--- config.mk ---
export PLATFORM = sky130hd
export DESIGN_NAME = gpio_bank_controller_unit
export DESIGN_NICKNAME = d
export VERILOG_FILES = /design/src/sv/gbc_pkg.sv /design/src/sv/gbc_regs.sv /design/src/sv/gpio_bank_controller_unit.sv
export SDC_FILE = /design/constraint.sdc
export NUM_CORES = 1
export LEC_CHECK = 0
export ABC_AREA = 1
export BUFFER_PORTS_ARGS = -buffer_cell sky130_fd_sc_hd__buf_2
export CORE_ASPECT_RATIO = 0.5
export CORE_MARGIN = 2
export CORE_UTILIZATION = 59
export DETAILED_ROUTE_END_ITERATION = 10
export PLACE_DENSITY = 0.79
export SLEW_MARGIN = 20
export SYNTH_ARGS = -nofsm -noshare
export SYNTH_HDL_FRONTEND = slang
export SYNTH_SLANG_ARGS = --single-unit
--- constraint.sdc ---
create_clock -name clk -period 7.01 [get_ports clk]
set_clock_uncertainty 0.15 [all_clocks]
set_input_delay 1.402 -clock clk [delete_from_list [all_inputs] [get_ports clk]]
set_output_delay 1.402 -clock clk [all_outputs]
set_load 0.02 [all_outputs]
--- src/sv/gbc_pkg.sv ---
// Package for the GPIO bank controller: transaction types, command and register codes.
// Used by gbc_regs and gpio_bank_controller_unit; depends on nothing.
package gbc_pkg;

	// Fixed field widths of the transactions.
	localparam int FIELD_W = 54;
	localparam int DATA_W = 32;
	localparam int MAX_PINS = 64;
	localparam int NUM_PINS_DEF = 54;

	// Function select layout: three bits a pin, ten pins a word, six words.
	localparam int FSEL_W = 3;
	localparam int PINS_PER_FSEL = 10;
	localparam int FSEL_WORDS = 6;

	// Commands.
	localparam logic [1:0] CMD_READ = 2'd0;
	localparam logic [1:0] CMD_WRITE = 2'd1;
	localparam logic [1:0] CMD_TICK = 2'd2;

	// Register indexes.
	localparam logic [4:0] REG_FSEL0 = 5'd0;
	localparam logic [4:0] REG_FSEL1 = 5'd1;
	localparam logic [4:0] REG_FSEL2 = 5'd2;
	localparam logic [4:0] REG_FSEL3 = 5'd3;
	localparam logic [4:0] REG_FSEL4 = 5'd4;
	localparam logic [4:0] REG_FSEL5 = 5'd5;
	localparam logic [4:0] REG_SET0 = 5'd6;
	localparam logic [4:0] REG_SET1 = 5'd7;
	localparam logic [4:0] REG_CLR0 = 5'd8;
	localparam logic [4:0] REG_CLR1 = 5'd9;
	localparam logic [4:0] REG_LEV0 = 5'd10;
	localparam logic [4:0] REG_LEV1 = 5'd11;
	localparam logic [4:0] REG_EDS0 = 5'd12;
	localparam logic [4:0] REG_EDS1 = 5'd13;
	localparam logic [4:0] REG_REN0 = 5'd14;
	localparam logic [4:0] REG_REN1 = 5'd15;
	localparam logic [4:0] REG_FEN0 = 5'd16;
	localparam logic [4:0] REG_FEN1 = 5'd17;
	localparam logic [4:0] REG_PUD = 5'd18;
	localparam logic [4:0] REG_PUDCLK0 = 5'd19;
	localparam logic [4:0] REG_PUDCLK1 = 5'd20;

	// Function and pull codes.
	localparam logic [FSEL_W-1:0] FSEL_OUTPUT = 3'd1;
	localparam logic [1:0] PULL_OFF = 2'd0;
	localparam logic [1:0] PULL_DOWN = 2'd1;
	localparam logic [1:0] PULL_UP = 2'd2;

	// Request transaction.
	typedef struct packed {
		logic [1:0] command;
		logic [4:0] reg_index;
		logic [DATA_W-1:0] write_data;
		logic [FIELD_W-1:0] pin_levels;
	} req_t;

	// Response transaction.
	typedef struct packed {
		logic [DATA_W-1:0] read_data;
		logic [FIELD_W-1:0] drive_level;
		logic [FIELD_W-1:0] output_enable;
		logic [FIELD_W-1:0] pull_up_enable;
		logic [FIELD_W-1:0] pull_down_enable;
		logic event_interrupt;
	} rsp_t;

	// Execute request from the input stage to the register bank.
	typedef struct packed {
		logic fire;
		req_t req;
	} exec_t;

endpackage

--- src/sv/gbc_regs.sv ---
// Register bank of the GPIO bank controller: pin state, update logic and read multiplexer.
// Depends on gbc_pkg; produces the response for the transaction that executes this cycle.
module gbc_regs #(
	parameter int NUM_PINS = gbc_pkg::NUM_PINS_DEF
) (
	input logic clk,
	input logic arst_n,
	input gbc_pkg::exec_t exec,
	output gbc_pkg::rsp_t result
);

	localparam int HI_W = NUM_PINS - 32;

	// Architectural state.
	logic [NUM_PINS-1:0] latch_q, level_q, event_q, ren_q, fen_q;
	logic [NUM_PINS-1:0] latch_d, level_d, event_d, ren_d, fen_d;
	logic [1:0] pud_q, pud_d;
	logic [gbc_pkg::FSEL_W-1:0] func_q [NUM_PINS];
	logic [gbc_pkg::FSEL_W-1:0] func_d [NUM_PINS];
	logic [1:0] pull_q [NUM_PINS];
	logic [1:0] pull_d [NUM_PINS];

	logic is_write;
	logic [4:0] idx;
	logic [gbc_pkg::DATA_W-1:0] wdata;
	logic [NUM_PINS-1:0] place0, place1, mask0, mask1, place_pair, mask_pair, pudclk_sel;
	logic [NUM_PINS-1:0] now, oe_vec, pu_vec, pd_vec;
	logic [gbc_pkg::MAX_PINS-1:0] level64, event64, ren64, fen64;
	logic [gbc_pkg::MAX_PINS-1:0] latch64_d, event64_d, oe64, pu64, pd64;
	logic [gbc_pkg::MAX_PINS-1:0] levels_in64;
	logic [gbc_pkg::DATA_W-1:0] fsel_word [gbc_pkg::FSEL_WORDS];
	logic [gbc_pkg::DATA_W-1:0] rd;

	assign is_write = exec.fire && (exec.req.command == gbc_pkg::CMD_WRITE);
	assign idx = exec.req.reg_index;
	assign wdata = exec.req.write_data;

	// Write data placed on the low or high word of the pin vector.
	assign place0 = {{HI_W{1'b0}}, wdata};
	assign place1 = {wdata[HI_W-1:0], 32'd0};
	assign mask0 = {{HI_W{1'b0}}, {32{1'b1}}};
	assign mask1 = {{HI_W{1'b1}}, 32'd0};
	// Register pairs from set to falling enable start on an even index.
	assign place_pair = idx[0] ? place1 : place0;
	assign mask_pair = idx[0] ? mask1 : mask0;
	// Pull clock pair starts on an odd index.
	assign pudclk_sel = idx[0] ? place0 : place1;

	// Sampled levels trimmed or extended to the pin count.
	always_comb begin
		levels_in64 = '0;
		levels_in64[gbc_pkg::FIELD_W-1:0] = exec.req.pin_levels;
	end
	assign now = levels_in64[NUM_PINS-1:0];

	// Next state of the vector registers.
	always_comb begin
		latch_d = latch_q;
		level_d = level_q;
		event_d = event_q;
		ren_d = ren_q;
		fen_d = fen_q;
		pud_d = pud_q;
		if (exec.fire) begin
			case (exec.req.command)
				gbc_pkg::CMD_WRITE: begin
					case (idx)
						gbc_pkg::REG_SET0, gbc_pkg::REG_SET1: begin
							latch_d = latch_q | place_pair;
						end
						gbc_pkg::REG_CLR0, gbc_pkg::REG_CLR1: begin
							latch_d = latch_q & ~place_pair;
						end
						gbc_pkg::REG_EDS0, gbc_pkg::REG_EDS1: begin
							event_d = event_q & ~place_pair;
						end
						gbc_pkg::REG_REN0, gbc_pkg::REG_REN1: begin
							ren_d = (ren_q & ~mask_pair) | place_pair;
						end
						gbc_pkg::REG_FEN0, gbc_pkg::REG_FEN1: begin
							fen_d = (fen_q & ~mask_pair) | place_pair;
						end
						gbc_pkg::REG_PUD: begin
							pud_d = wdata[1:0];
						end
						default: begin
						end
					endcase
				end
				gbc_pkg::CMD_TICK: begin
					event_d = event_q | (now & ~level_q & ren_q) | (~now & level_q & fen_q);
					level_d = now;
				end
				default: begin
				end
			endcase
		end
	end

	// Per-pin function select and pull mode.
	for (genvar p = 0; p < NUM_PINS; p++) begin : g_pin
		localparam int W = p / gbc_pkg::PINS_PER_FSEL;
		localparam int K = p % gbc_pkg::PINS_PER_FSEL;

		if (W < gbc_pkg::FSEL_WORDS) begin : g_fsel
			always_comb begin
				func_d[p] = func_q[p];
				if (is_write && (idx == 5'(W))) begin
					func_d[p] = wdata[gbc_pkg::FSEL_W*K +: gbc_pkg::FSEL_W];
				end
			end
		end else begin : g_nofsel
			assign func_d[p] = func_q[p];
		end

		always_comb begin
			pull_d[p] = pull_q[p];
			if (is_write && ((idx == gbc_pkg::REG_PUDCLK0) || (idx == gbc_pkg::REG_PUDCLK1))
					&& pudclk_sel[p]) begin
				pull_d[p] = pud_q;
			end
		end

		always_ff @(posedge clk or negedge arst_n) begin
			if (!arst_n) begin
				func_q[p] <= '0;
				pull_q[p] <= gbc_pkg::PULL_OFF;
			end else begin
				func_q[p] <= func_d[p];
				pull_q[p] <= pull_d[p];
			end
		end

		assign oe_vec[p] = (func_d[p] == gbc_pkg::FSEL_OUTPUT);
		assign pu_vec[p] = (pull_d[p] == gbc_pkg::PULL_UP);
		assign pd_vec[p] = (pull_d[p] == gbc_pkg::PULL_DOWN);
	end

	// Vector registers.
	always_ff @(posedge clk or negedge arst_n) begin
		if (!arst_n) begin
			latch_q <= '0;
			level_q <= '0;
			event_q <= '0;
			ren_q <= '0;
			fen_q <= '0;
			pud_q <= gbc_pkg::PULL_OFF;
		end else begin
			latch_q <= latch_d;
			level_q <= level_d;
			event_q <= event_d;
			ren_q <= ren_d;
			fen_q <= fen_d;
			pud_q <= pud_d;
		end
	end

	// Function select words as seen by a read; absent pins read as zero.
	for (genvar w = 0; w < gbc_pkg::FSEL_WORDS; w++) begin : g_fword
		for (genvar k = 0; k < gbc_pkg::PINS_PER_FSEL; k++) begin : g_fbit
			localparam int P = w * gbc_pkg::PINS_PER_FSEL + k;
			if (P < NUM_PINS) begin : g_on
				assign fsel_word[w][gbc_pkg::FSEL_W*k +: gbc_pkg::FSEL_W] = func_q[P];
			end else begin : g_off
				assign fsel_word[w][gbc_pkg::FSEL_W*k +: gbc_pkg::FSEL_W] = '0;
			end
		end
		assign fsel_word[w][gbc_pkg::DATA_W-1:gbc_pkg::FSEL_W*gbc_pkg::PINS_PER_FSEL] = '0;
	end

	// Current vectors widened to 64 bits so the high word reads zero above the pin count.
	always_comb begin
		level64 = '0;
		event64 = '0;
		ren64 = '0;
		fen64 = '0;
		level64[NUM_PINS-1:0] = level_q;
		event64[NUM_PINS-1:0] = event_q;
		ren64[NUM_PINS-1:0] = ren_q;
		fen64[NUM_PINS-1:0] = fen_q;
	end

	// Read multiplexer; zero for anything but a read.
	always_comb begin
		rd = '0;
		if (exec.req.command == gbc_pkg::CMD_READ) begin
			case (idx)
				gbc_pkg::REG_FSEL0, gbc_pkg::REG_FSEL1, gbc_pkg::REG_FSEL2,
				gbc_pkg::REG_FSEL3, gbc_pkg::REG_FSEL4, gbc_pkg::REG_FSEL5: begin
					rd = fsel_word[idx[2:0]];
				end
				gbc_pkg::REG_LEV0: rd = level64[31:0];
				gbc_pkg::REG_LEV1: rd = level64[63:32];
				gbc_pkg::REG_EDS0: rd = event64[31:0];
				gbc_pkg::REG_EDS1: rd = event64[63:32];
				gbc_pkg::REG_REN0: rd = ren64[31:0];
				gbc_pkg::REG_REN1: rd = ren64[63:32];
				gbc_pkg::REG_FEN0: rd = fen64[31:0];
				gbc_pkg::REG_FEN1: rd = fen64[63:32];
				gbc_pkg::REG_PUD: rd = {30'd0, pud_q};
				default: rd = '0;
			endcase
		end
	end

	// Pin views after this transaction's update, cut to the field width.
	always_comb begin
		latch64_d = '0;
		event64_d = '0;
		oe64 = '0;
		pu64 = '0;
		pd64 = '0;
		latch64_d[NUM_PINS-1:0] = latch_d;
		event64_d[NUM_PINS-1:0] = event_d;
		oe64[NUM_PINS-1:0] = oe_vec;
		pu64[NUM_PINS-1:0] = pu_vec;
		pd64[NUM_PINS-1:0] = pd_vec;
	end

	assign result.read_data = rd;
	assign result.drive_level = latch64_d[gbc_pkg::FIELD_W-1:0];
	assign result.output_enable = oe64[gbc_pkg::FIELD_W-1:0];
	assign result.pull_up_enable = pu64[gbc_pkg::FIELD_W-1:0];
	assign result.pull_down_enable = pd64[gbc_pkg::FIELD_W-1:0];
	assign result.event_interrupt = |event64_d[gbc_pkg::FIELD_W-1:0];

endmodule

--- src/sv/gpio_bank_controller_unit.sv ---
// GPIO bank controller top level: input register, register bank and response register.
// A transaction is accepted into the input register, executes in the register bank and is then
// captured in the response register; a stalled receiver holds the response there.
// Throughput: one transaction every cycle while the receiver takes each response.
// Reset: arst_n clears all pin state, the pull control and both stage valids at once.
// Depends on gbc_pkg and gbc_regs.
module gpio_bank_controller_unit #(
	parameter int NUM_PINS = gbc_pkg::NUM_PINS_DEF
) (
	input logic clk,
	input logic arst_n,
	input logic req_valid,
	output logic req_ready,
	input gbc_pkg::req_t req,
	output logic rsp_valid,
	input logic rsp_ready,
	output gbc_pkg::rsp_t rsp
);

	logic req_valid_s1;
	gbc_pkg::req_t req_s1;
	logic rsp_valid_s2;
	gbc_pkg::rsp_t rsp_s2;
	logic advance;
	gbc_pkg::exec_t exec;
	gbc_pkg::rsp_t result;

	// The held transaction executes when the response register is free or being emptied.
	assign advance = req_valid_s1 && (!rsp_valid_s2 || rsp_ready);
	assign req_ready = !req_valid_s1 || advance;

	// Input register.
	always_ff @(posedge clk or negedge arst_n) begin
		if (!arst_n) begin
			req_valid_s1 <= 1'b0;
		end else if (req_ready) begin
			req_valid_s1 <= req_valid;
		end
	end

	always_ff @(posedge clk) begin
		if (req_valid && req_ready) begin
			req_s1 <= req;
		end
	end

	assign exec.fire = advance;
	assign exec.req = req_s1;

	gbc_regs #(
		.NUM_PINS(NUM_PINS)
	) u_regs (
		.clk(clk),
		.arst_n(arst_n),
		.exec(exec),
		.result(result)
	);

	// Response register.
	always_ff @(posedge clk or negedge arst_n) begin
		if (!arst_n) begin
			rsp_valid_s2 <= 1'b0;
		end else if (advance) begin
			rsp_valid_s2 <= 1'b1;
		end else if (rsp_ready) begin
			rsp_valid_s2 <= 1'b0;
		end
	end

	always_ff @(posedge clk) begin
		if (advance) begin
			rsp_s2 <= result;
		end
	end

	assign rsp_valid = rsp_valid_s2;
	assign rsp = rsp_s2;

	// An executed transaction always leaves a response behind.
	a_exec_gives_rsp: assert property (@(posedge clk) disable iff (!arst_n)
		advance |=> rsp_valid)
		else $error("executed transaction left no response");

	// Only a read returns data.
	a_read_data_zero: assert property (@(posedge clk) disable iff (!arst_n)
		advance && (req_s1.command != gbc_pkg::CMD_READ) |=> (rsp.read_data == '0))
		else $error("read data nonzero for a non-read transaction");

	// Back-pressure on the request side only while a transaction is held.
	a_stall_held: assert property (@(posedge clk) disable iff (!arst_n)
		!req_ready |-> req_valid_s1 && rsp_valid_s2 && !rsp_ready)
		else $error("request stalled without a held transaction");

endmodule
# Word level (Yosys, flattened, before mapping)
# Cells that the tools add are included.
dict set report classes {
  addsub 0
  multipliers 0
  div 0
  magnitude_cmp 1
  eq_ne 184
  shifts 0
  muxes 123
  bitwise_logic 18
  reduce_logical 83
}
# operator n
set op_table {}
lappend op_table {{$and A54 B54 Y54} 8}
lappend op_table {{$mux W54} 7}
lappend op_table {{$pmux W32 S10} 1}
lappend op_table {{$or A54 B54 Y54} 5}
lappend op_table {{$not A54 Y54} 4}
lappend op_table {{$pmux W54 S2} 2}
lappend op_table {{$eq A3 B1 Y1 const B} 54}
lappend op_table {{$mux W3} 54}
lappend op_table {{$eq A2 B1 Y1 const B} 55}
lappend op_table {{$eq A2 B2 Y1 const B} 55}
lappend op_table {{$mux W2} 54}
lappend op_table {{$bmux W32 S3} 1}
lappend op_table {{$logic_and A1 B1 Y1} 64}
lappend op_table {{$mux W32} 2}
lappend op_table {{$reduce_or A54 Y1} 1}
lappend op_table {{$eq A5 B4 Y1 const B} 8}
lappend op_table {{$eq A5 B5 Y1 const B} 5}
lappend op_table {{$eq A5 B3 Y1 const B} 4}
lappend op_table {{$eq A5 B2 Y1 const B} 2}
lappend op_table {{$reduce_or A2 Y1} 5}
lappend op_table {{$reduce_and A3 Y1} 3}
lappend op_table {{$reduce_or A6 Y1} 1}
lappend op_table {{$eq A5 B1 Y1 const B} 1}
lappend op_table {{$logic_not A5 Y1} 1}
lappend op_table {{8 further kinds} 12}
dict set report totals {
  ff_bits 886
  latchBits 0
  mem_bits_rw 0
  rom_bits 0
  input_bits 97
  out_inout_bits 251
  word_cells 535
  n_memories 0
}

# Depth between registers and ports, before layout
# Gate-level depths: netlist of the first run.
dict set report logic_depth {
  word_depth 8
  ltp_mapped 16
  ltp_nobuf 14
}

# Cells and area by module
# From an unflattened synthesis of the first run, not the netlist that was laid out.
dict set report unflattened {
  hier_cells 3945
  hier_area_um2 37444.7
}
# module n_inst cells_per_inst area_each_um2 seq_area_each_um2
set modules_own_cells {}
lappend modules_own_cells {gbc_regs 1 3591 27079.7 13563.0}
lappend modules_own_cells {gpio_bank_controller_unit 1 354 10364.9 10319.9}

# Worst setup path after synthesis of the first run
# OpenSTA, ideal clock, no wires.
dict set report synth_path {
  path_kind {input port to flip-flop}
  start {in rsp_ready}
  end {reg rsp_s2, in the netlist rsp[0], enable pin}
  setup_ns 0.599
  t_arrival_ns 6.454
  required_time_ns 6.261
  setup_slack_ns -0.193
  cell_stages 4
  path_buffers 0
  path_cell_list {inv_1 nand2_1 nand2_2 inv_1}
}
dict set report synth_between {
  elab_chain_cells 2
}
# element line_no
set synth_rtl {}
lappend synth_rtl {{start, declared} gpio_bank_controller_unit.sv:16} ;# input logic rsp_ready,
lappend synth_rtl {{$logic_or A1 B1 Y1} gpio_bank_controller_unit.sv:29} ;# assign advance = req_valid_s1 && (!rsp_valid_s2 || rsp_ready);
lappend synth_rtl {{$logic_and A1 B1 Y1} gpio_bank_controller_unit.sv:29}
lappend synth_rtl {{via advance} gpio_bank_controller_unit.sv:24} ;# logic advance;
lappend synth_rtl {{end signal, assigned} gpio_bank_controller_unit.sv:72} ;# rsp_s2 <= result;
lappend synth_rtl {{end, declared} gpio_bank_controller_unit.sv:23} ;# gbc_pkg::rsp_t rsp_s2;
# The timed path passes the listed nets, and every way through them passes these cells.
# A chain may end at the register's enable or synchronous reset.

==> results of run 1 <==
## metrics by stage
step	setup WS [ns]	cell area, um^2
after floorplan	1.041	37020
after global placement	2.600	39370
after detailed placement	2.503	39370
after CTS	2.609	41850
after global routing	2.280	41860
final	2.388	41870
## layout make-up
type / instances / share of cell area [%]
clock inverter: 26 / 0.5409
inverter: 528 / 4.755
clock buffer: 116 / 5.367
timing repair buffer: 384 / 4.934
tap: 825 / 2.466
sequential: 886 / 57.05
multi-input combinational: 2245 / 24.86
antenna: 4 / 0.02391
## synthesized netlist by cell type (19+ instances only)
| master | n |
|---|---|
| clkbuf_1 | 129 |
| o21ai_0 | 551 |
| o21ai_1 | 91 |
| inv_1 | 516 |
| nor3b_1 | 42 |
| buf_2 | 29 |
| edfxtp_1 | 342 |
| dfrtp_1 | 544 |
| a21oi_1 | 47 |
| nand2_1 | 981 |
| nor2_1 | 204 |
| nand3_2 | 19 |
| nand3_1 | 113 |
| nand4_1 | 23 |
| o22ai_1 | 47 |
## worst register-to-register path, stage by stage (launching register included)
cell	delay (ns)
edfxtp_1	0.37
clkinv_2	0.26
nand2_1	0.89
inv_1	0.36
nand2_1	0.18
clkinv_1	0.56
buf_4	0.49
nand2_2	0.54
buf_4	0.48
o21ai_0	0.17
## worst max path at each step
stage	end	depth (start not counted)	from	slack (ns)
3_3_place_gp	rsp[131]	10	rsp_ready	2.60
6_report	flop	9	exec[86]	2.39
3_5_place_dp	rsp[131]	10	rsp_ready	2.50
2_1_floorplan	rsp[0]	4	rsp_ready	1.04
4_1_cts	flop	9	exec[86]	2.61
5_1_grt	flop	9	exec[86]	2.28
## cell families (layout without fill, tap and decap cells)
group	after synthesis	count (layout)	share of synthesized area [%]
simple gates	1426	1426	16.05
fa+ha+maj	3	3	0.1014
compound gates	816	816	11.90
buf+inv	705	1054	7.436
other cells	0	4	0
flops	886	886	64.51
## routing by layer
metal  global-route usage [%]  share of wire (%)  up-vias
met2                    49.26                 44     1872
met3                    10.15                 12      349
met5                    1.481               0.14        -
li1                         -                  -    13120
met1                    47.05                 39    14370
met4                    15.41                4.6        4
## where the power goes
| part | switching [mW] | leakage (nW) | internal (mW) |
|---|---|---|---|
| combinational | 1.28 | 8.00 | 0.472 |
| sequential | 0.389 | 10.2 | 6.12 |
| clock | 1.93 | 1.21 | 2.31 |
| total | 3.60 | 19.4 | 8.91 |
==> flow_summary_export.csv, run 1 <==
group,metric,value,unit
outcome,status,"complete, no violations",
cts,cts_sinks,886,
power_and_ir_drop,p_leak,19.43,nW
final_layout,final-instance-count-excl-fill,5014,
drt,ant_nets,0,
cts,cts_tree,"built",
final_layout,mostFrequentLayoutCell,"nand2_1",
global_routing,grt_max_degree,161,
synthesis,synth.largest_area_cell,"dfrtp_1",
sta,slew_headroom,19.44,%
drt,first_pass_iters,7,
synthesis,syn_avg_cell_area,9.650,um^2
synthesis,synth.yosys.seq_area_share,64.51,%
cts,cts_setup_buffers,0,
worst_setup_path,critPathKind,"reg2reg",
drt,vias_per_cell,5.925,
cts,htree_levels,3,
synthesis,syn_inst,3836,
final_layout,areaGrowthSynthToFinish,13.09,%
worst_setup_path,critPathMaxStageDelay,0.89,ns
die,rows,64,
worst_setup_path,worstPathRequired,7.32,ns
sta,fin_setup_tns,0,ns
global_routing,grt_usage,33.85,%
cts,worst_skew_pair.late_latency,0.64,ns
die,chipWidth,358.2,um
synthesis,yosys_register_bits,886,
final_layout,multiInputGateArea,10410,um^2
worst_setup_path,worst_path_max_delay_cell,"nand2_1",
die,start_util,60.12,%
final_layout,layout_common_cells,"980 x nand2_1, 551 x o21ai_0, 542 x dfrtp_1",
worst_setup_path,worstPathArrival,4.94,ns
synthesis,synth_top_area_share,36.77,%
global_routing,grt_antenna_before_repair,8,
power_and_ir_drop,ir_drop,0.1893,mV
synthesis,async_reset_ff_share,61.40,%
sta,worst_slew_pin_slew,1.207,ns
drt,routed-via-count,29710,
sta,finalSetupViolations,0,
synthesis,ys_warn_count,0,
worst_setup_path,rr_startpoint,"exec[86]",
worst_setup_path,critPathBufInv,5,
drt,wire_per_inst,21.85,um
power_and_ir_drop,p_total,12.51,mW
cts,cts_buffers,76,
worst_setup_path,cp_top_family,"buffers and inverters",
place,gp_congestion,0.9662,
global_routing,grt_pass1_vias,28670,
place,post-dp-hpwl,70820,um
sta,whs,0.3482,ns
hold_path,holdPathStages,2,
worst_setup_path,ff2ff_path_depth,9,
synthesis,synth_edf_count,342,
synthesis,yosys.cell_types.count,38,
sta,period_needed,4.622,ns
drt,drt_iter0_markers,4645,
cts,cts_resized,0,
worst_setup_path,cp-end-kind,"flop",
job,drv_cap,0,
sta,rsz0062_at_grt,"no",
sta,finalHoldViolCount,0,
synthesis,syn_nets,3936,
global_routing,grt_pass1_wl,166200,um
worst_setup_path,crit_fanout,33,
final_layout,seqCellArea,23890,um^2
final_layout,fin_nets,4221,
synthesis,ys.flop_type,"dfrtp_1",
die,die_area,64890,um^2
worst_setup_path,crit_chain,"clkinv_2 -> nand2_1 -> inv_1 -> nand2_1 -> clkinv_1 -> buf_4 -> nand2_2 -> buf_4 -> o21ai_0",
global_routing,grt_overflow,0,
die,dieHeight,181.1,um
sta,slew_viol_final,0,
drt,wirelength,109500,um
final_layout,final_util,67.99,%
die,design.core.area,61580,um^2
sta,clock.fmax,0.2163,GHz
cts,cts-root-buf,"clkbuf_16",
worst_setup_path,cp-start-kind,"flop",
drt,drc,0,
hold_path,hp-class,"reg2reg",
final_layout,fill_cells,4539,
worst_setup_path,rrSetupSlack,2.39,ns
power_and_ir_drop,powerDensity,298.8,nW/um^2
sta,fin_crit_sh,65.94,%
place,dp.cells,4867,
synthesis,syn_area,37020,um^2
synthesis,synth.area.top_cells,"dfrtp_1 37%, edfxtp_1 28%, nand2_1 9.9%, o21ai_0 7.4%, inv_1 5.2%",
place,numPortBuffers,347,
final_layout,drive_gt1_share,13.45,%
cts,path_clk_slew,0.07,ns
cts,holdBufCountCts,0,
die,io_pins,348,
cts,cts_buffer_depth,3,
Power figures use the tool's default switching activity.
==> run 2: changes to the inputs <==
Clock period 7.01 ns to 4.8 ns, I/O delays scaled along.
==> flow_summary_export.csv, run 2 (synthesis gave the netlist of run 1 again) <==
group,metric,value,unit
sta,finalHoldViolCount,0,
final_layout,areaGrowthSynthToFinish,14.46,%
worst_setup_path,cp-start-kind,"flop",
place,gp_congestion,0.9506,
global_routing,grt_max_degree,119,
cts,path_clk_slew,0.07,ns
die,chipWidth,358.2,um
cts,cts_tree,"built",
cts,cts-root-buf,"clkbuf_16",
final_layout,drive_gt1_share,14.19,%
worst_setup_path,worstPathArrival,3.64,ns
worst_setup_path,rrSetupSlack,1.39,ns
drt,routed-via-count,29420,
die,io_pins,348,
global_routing,grt_pass1_wl,167300,um
drt,vias_per_cell,5.842,
die,design.core.area,61580,um^2
worst_setup_path,rr_startpoint,"exec[90]",
sta,fin_crit_sh,71.13,%
sta,finalSetupViolations,0,
worst_setup_path,cp_top_family,"simple AND/OR/NAND/NOR gates",
worst_setup_path,crit_fanout,36,
cts,cts_setup_buffers,0,
drt,wire_per_inst,22.07,um
sta,fin_setup_tns,0,ns
global_routing,grt_usage,34.29,%
power_and_ir_drop,p_leak,19.69,nW
drt,drc,0,
worst_setup_path,crit_chain,"inv_1 -> nand3_1 -> nor2_4 -> nand2_1 -> nand2_1 -> nand2_1 -> nand2_1 -> nand2_1 -> inv_1 -> nand2_1 -> nor2_1 -> nand2_1 -> nor2_1 -> nand2_1",
power_and_ir_drop,powerDensity,442.1,nW/um^2
job,drv_cap,0,
drt,first_pass_iters,6,
worst_setup_path,cpMostUsedCell,"nand2_1",
cts,worst_skew_pair.late_latency,0.64,ns
worst_setup_path,critPathBufInv,2,
worst_setup_path,critPathMaxStageDelay,0.84,ns
die,dieHeight,181.1,um
cts,htree_levels,3,
global_routing,grt_pass1_vias,28150,
drt,ant_nets,0,
final_layout,layout_common_cells,"980 x nand2_1, 551 x o21ai_0, 542 x dfrtp_1",
die,start_util,60.12,%
worst_setup_path,r2r_end,"rsp[0]",
die,die_area,64890,um^2
worst_setup_path,critPathKind,"reg2reg",
cts,cts_buffers,76,
sta,period_needed,3.414,ns
die,rows,64,
cts,holdBufCountCts,0,
final_layout,mostFrequentLayoutCell,"nand2_1",
sta,slew_headroom,30.86,%
cts,cts_resized,0,
global_routing,grt_antenna_before_repair,8,
sta,rsz0062_at_grt,"no",
place,numPortBuffers,347,
hold_path,hp-class,"in2async",
worst_setup_path,cp-end-kind,"flop",
power_and_ir_drop,ir_drop,0.2536,mV
cts,cts_buffer_depth,3,
worst_setup_path,ff2ff_path_depth,14,
global_routing,grt_overflow,0,
worst_setup_path,worst_path_max_delay_cell,"nor2_4",
sta,clock.fmax,0.2929,GHz
drt,drt_iter0_markers,4017,
sta,fin_ws,1.386,ns
place,preCtsSetupSlack,1.126,ns
drt,wirelength,111100,um
cts,cts_sinks,886,
final_layout,fin_nets,4243,
sta,worst_slew_pin_slew,1.035,ns
outcome,status,"complete, no violations",
sta,slew_viol_final,0,
worst_setup_path,worstPathRequired,5.03,ns
final_layout,final_util,68.81,%
place,post-dp-hpwl,73450,um
-- run 2: changes by cell type in the layout (fill, tap and decap cells not counted), moves of 2 or more --
cell,delta
clkinv_1,-2
bufinv_16,+7
clkbuf_1,-13
buf_4,+15
nand3_2,-2
clkinvlp_4,+2
clkbuf_8,+4
nand2_2,-2
nand2_8,+2
inv_6,+3
buf_12,+7
nand3_1,+2
-- run 2: final cells by class --
class,instances,area (um^2)
clock inverter,35,445.4
antenna,5,12.51
sequential,886,23890
timing repair buffer,406,2335
tap,825,1032
inverter,528,2007
clock buffer,106,2228
multi-input combinational,2245,10430
fill,4512,19210
-- run 2: layer usage --
layer	up-vias	global-route usage (%)	part of all wire (%)
met5	-	0	0.040
met1	14310	48.00	39
met3	291	10.95	12
met4	6	13.54	4.0
met2	1670	50.09	45
li1	13150	-	-
-- run 2: power by group --
| part | internal, mW | total [mW] | switching (mW) |
|---|---|---|---|
| logic | 0.717 | 2.59 | 1.87 |
| clock network | 3.76 | 6.64 | 2.88 |
| registers | 8.94 | 9.50 | 0.566 |
-- run 2: how the worst max path moves through the flow --
| stage | slack [ns] | end | cells after the start | startpoint |
|---|---|---|---|---|
| global route | 1.18 | rsp[0] | 14 | exec[90] |
| floorplan | -0.61 | rsp[0] | 4 | rsp_ready |
| global placement | 1.23 | rsp[203] | 9 | rsp_ready |
| detailed placement | 1.13 | rsp[204] | 9 | rsp_ready |
| finish | 1.39 | rsp[0] | 14 | exec[90] |
| CTS | 1.50 | rsp[0] | 14 | exec[90] |
-- run 2: worst reg2reg max path, cell delays in order, from the launching register on --
cell and delay (ns):
edfxtp_1 0.47, inv_1 0.38, nand3_1 0.28, nor2_4 0.84
nand2_1 0.19, nand2_1 0.11, nand2_1 0.06, nand2_1 0.10
nand2_1 0.06, inv_1 0.06, nand2_1 0.05, nor2_1 0.12
nand2_1 0.11, nor2_1 0.11, nand2_1 0.05
-- run 2: through the flow --
step / total power [mW] / cells / instance area, um^2 / hold WS [ns]
detailed placement: 12.14 / 4889 / 39660 / 0.3462
global placement: 12.03 / 4889 / 39660 / 0.3197
global route: 19.40 / 5035 / 42370 / 0.04950
finish: 18.73 / 5036 / 42370 / 0.04687
CTS: 18.70 / 5030 / 42330 / 0.3134
floorplan: 11.11 / 3836 / 37070 / 0.3030
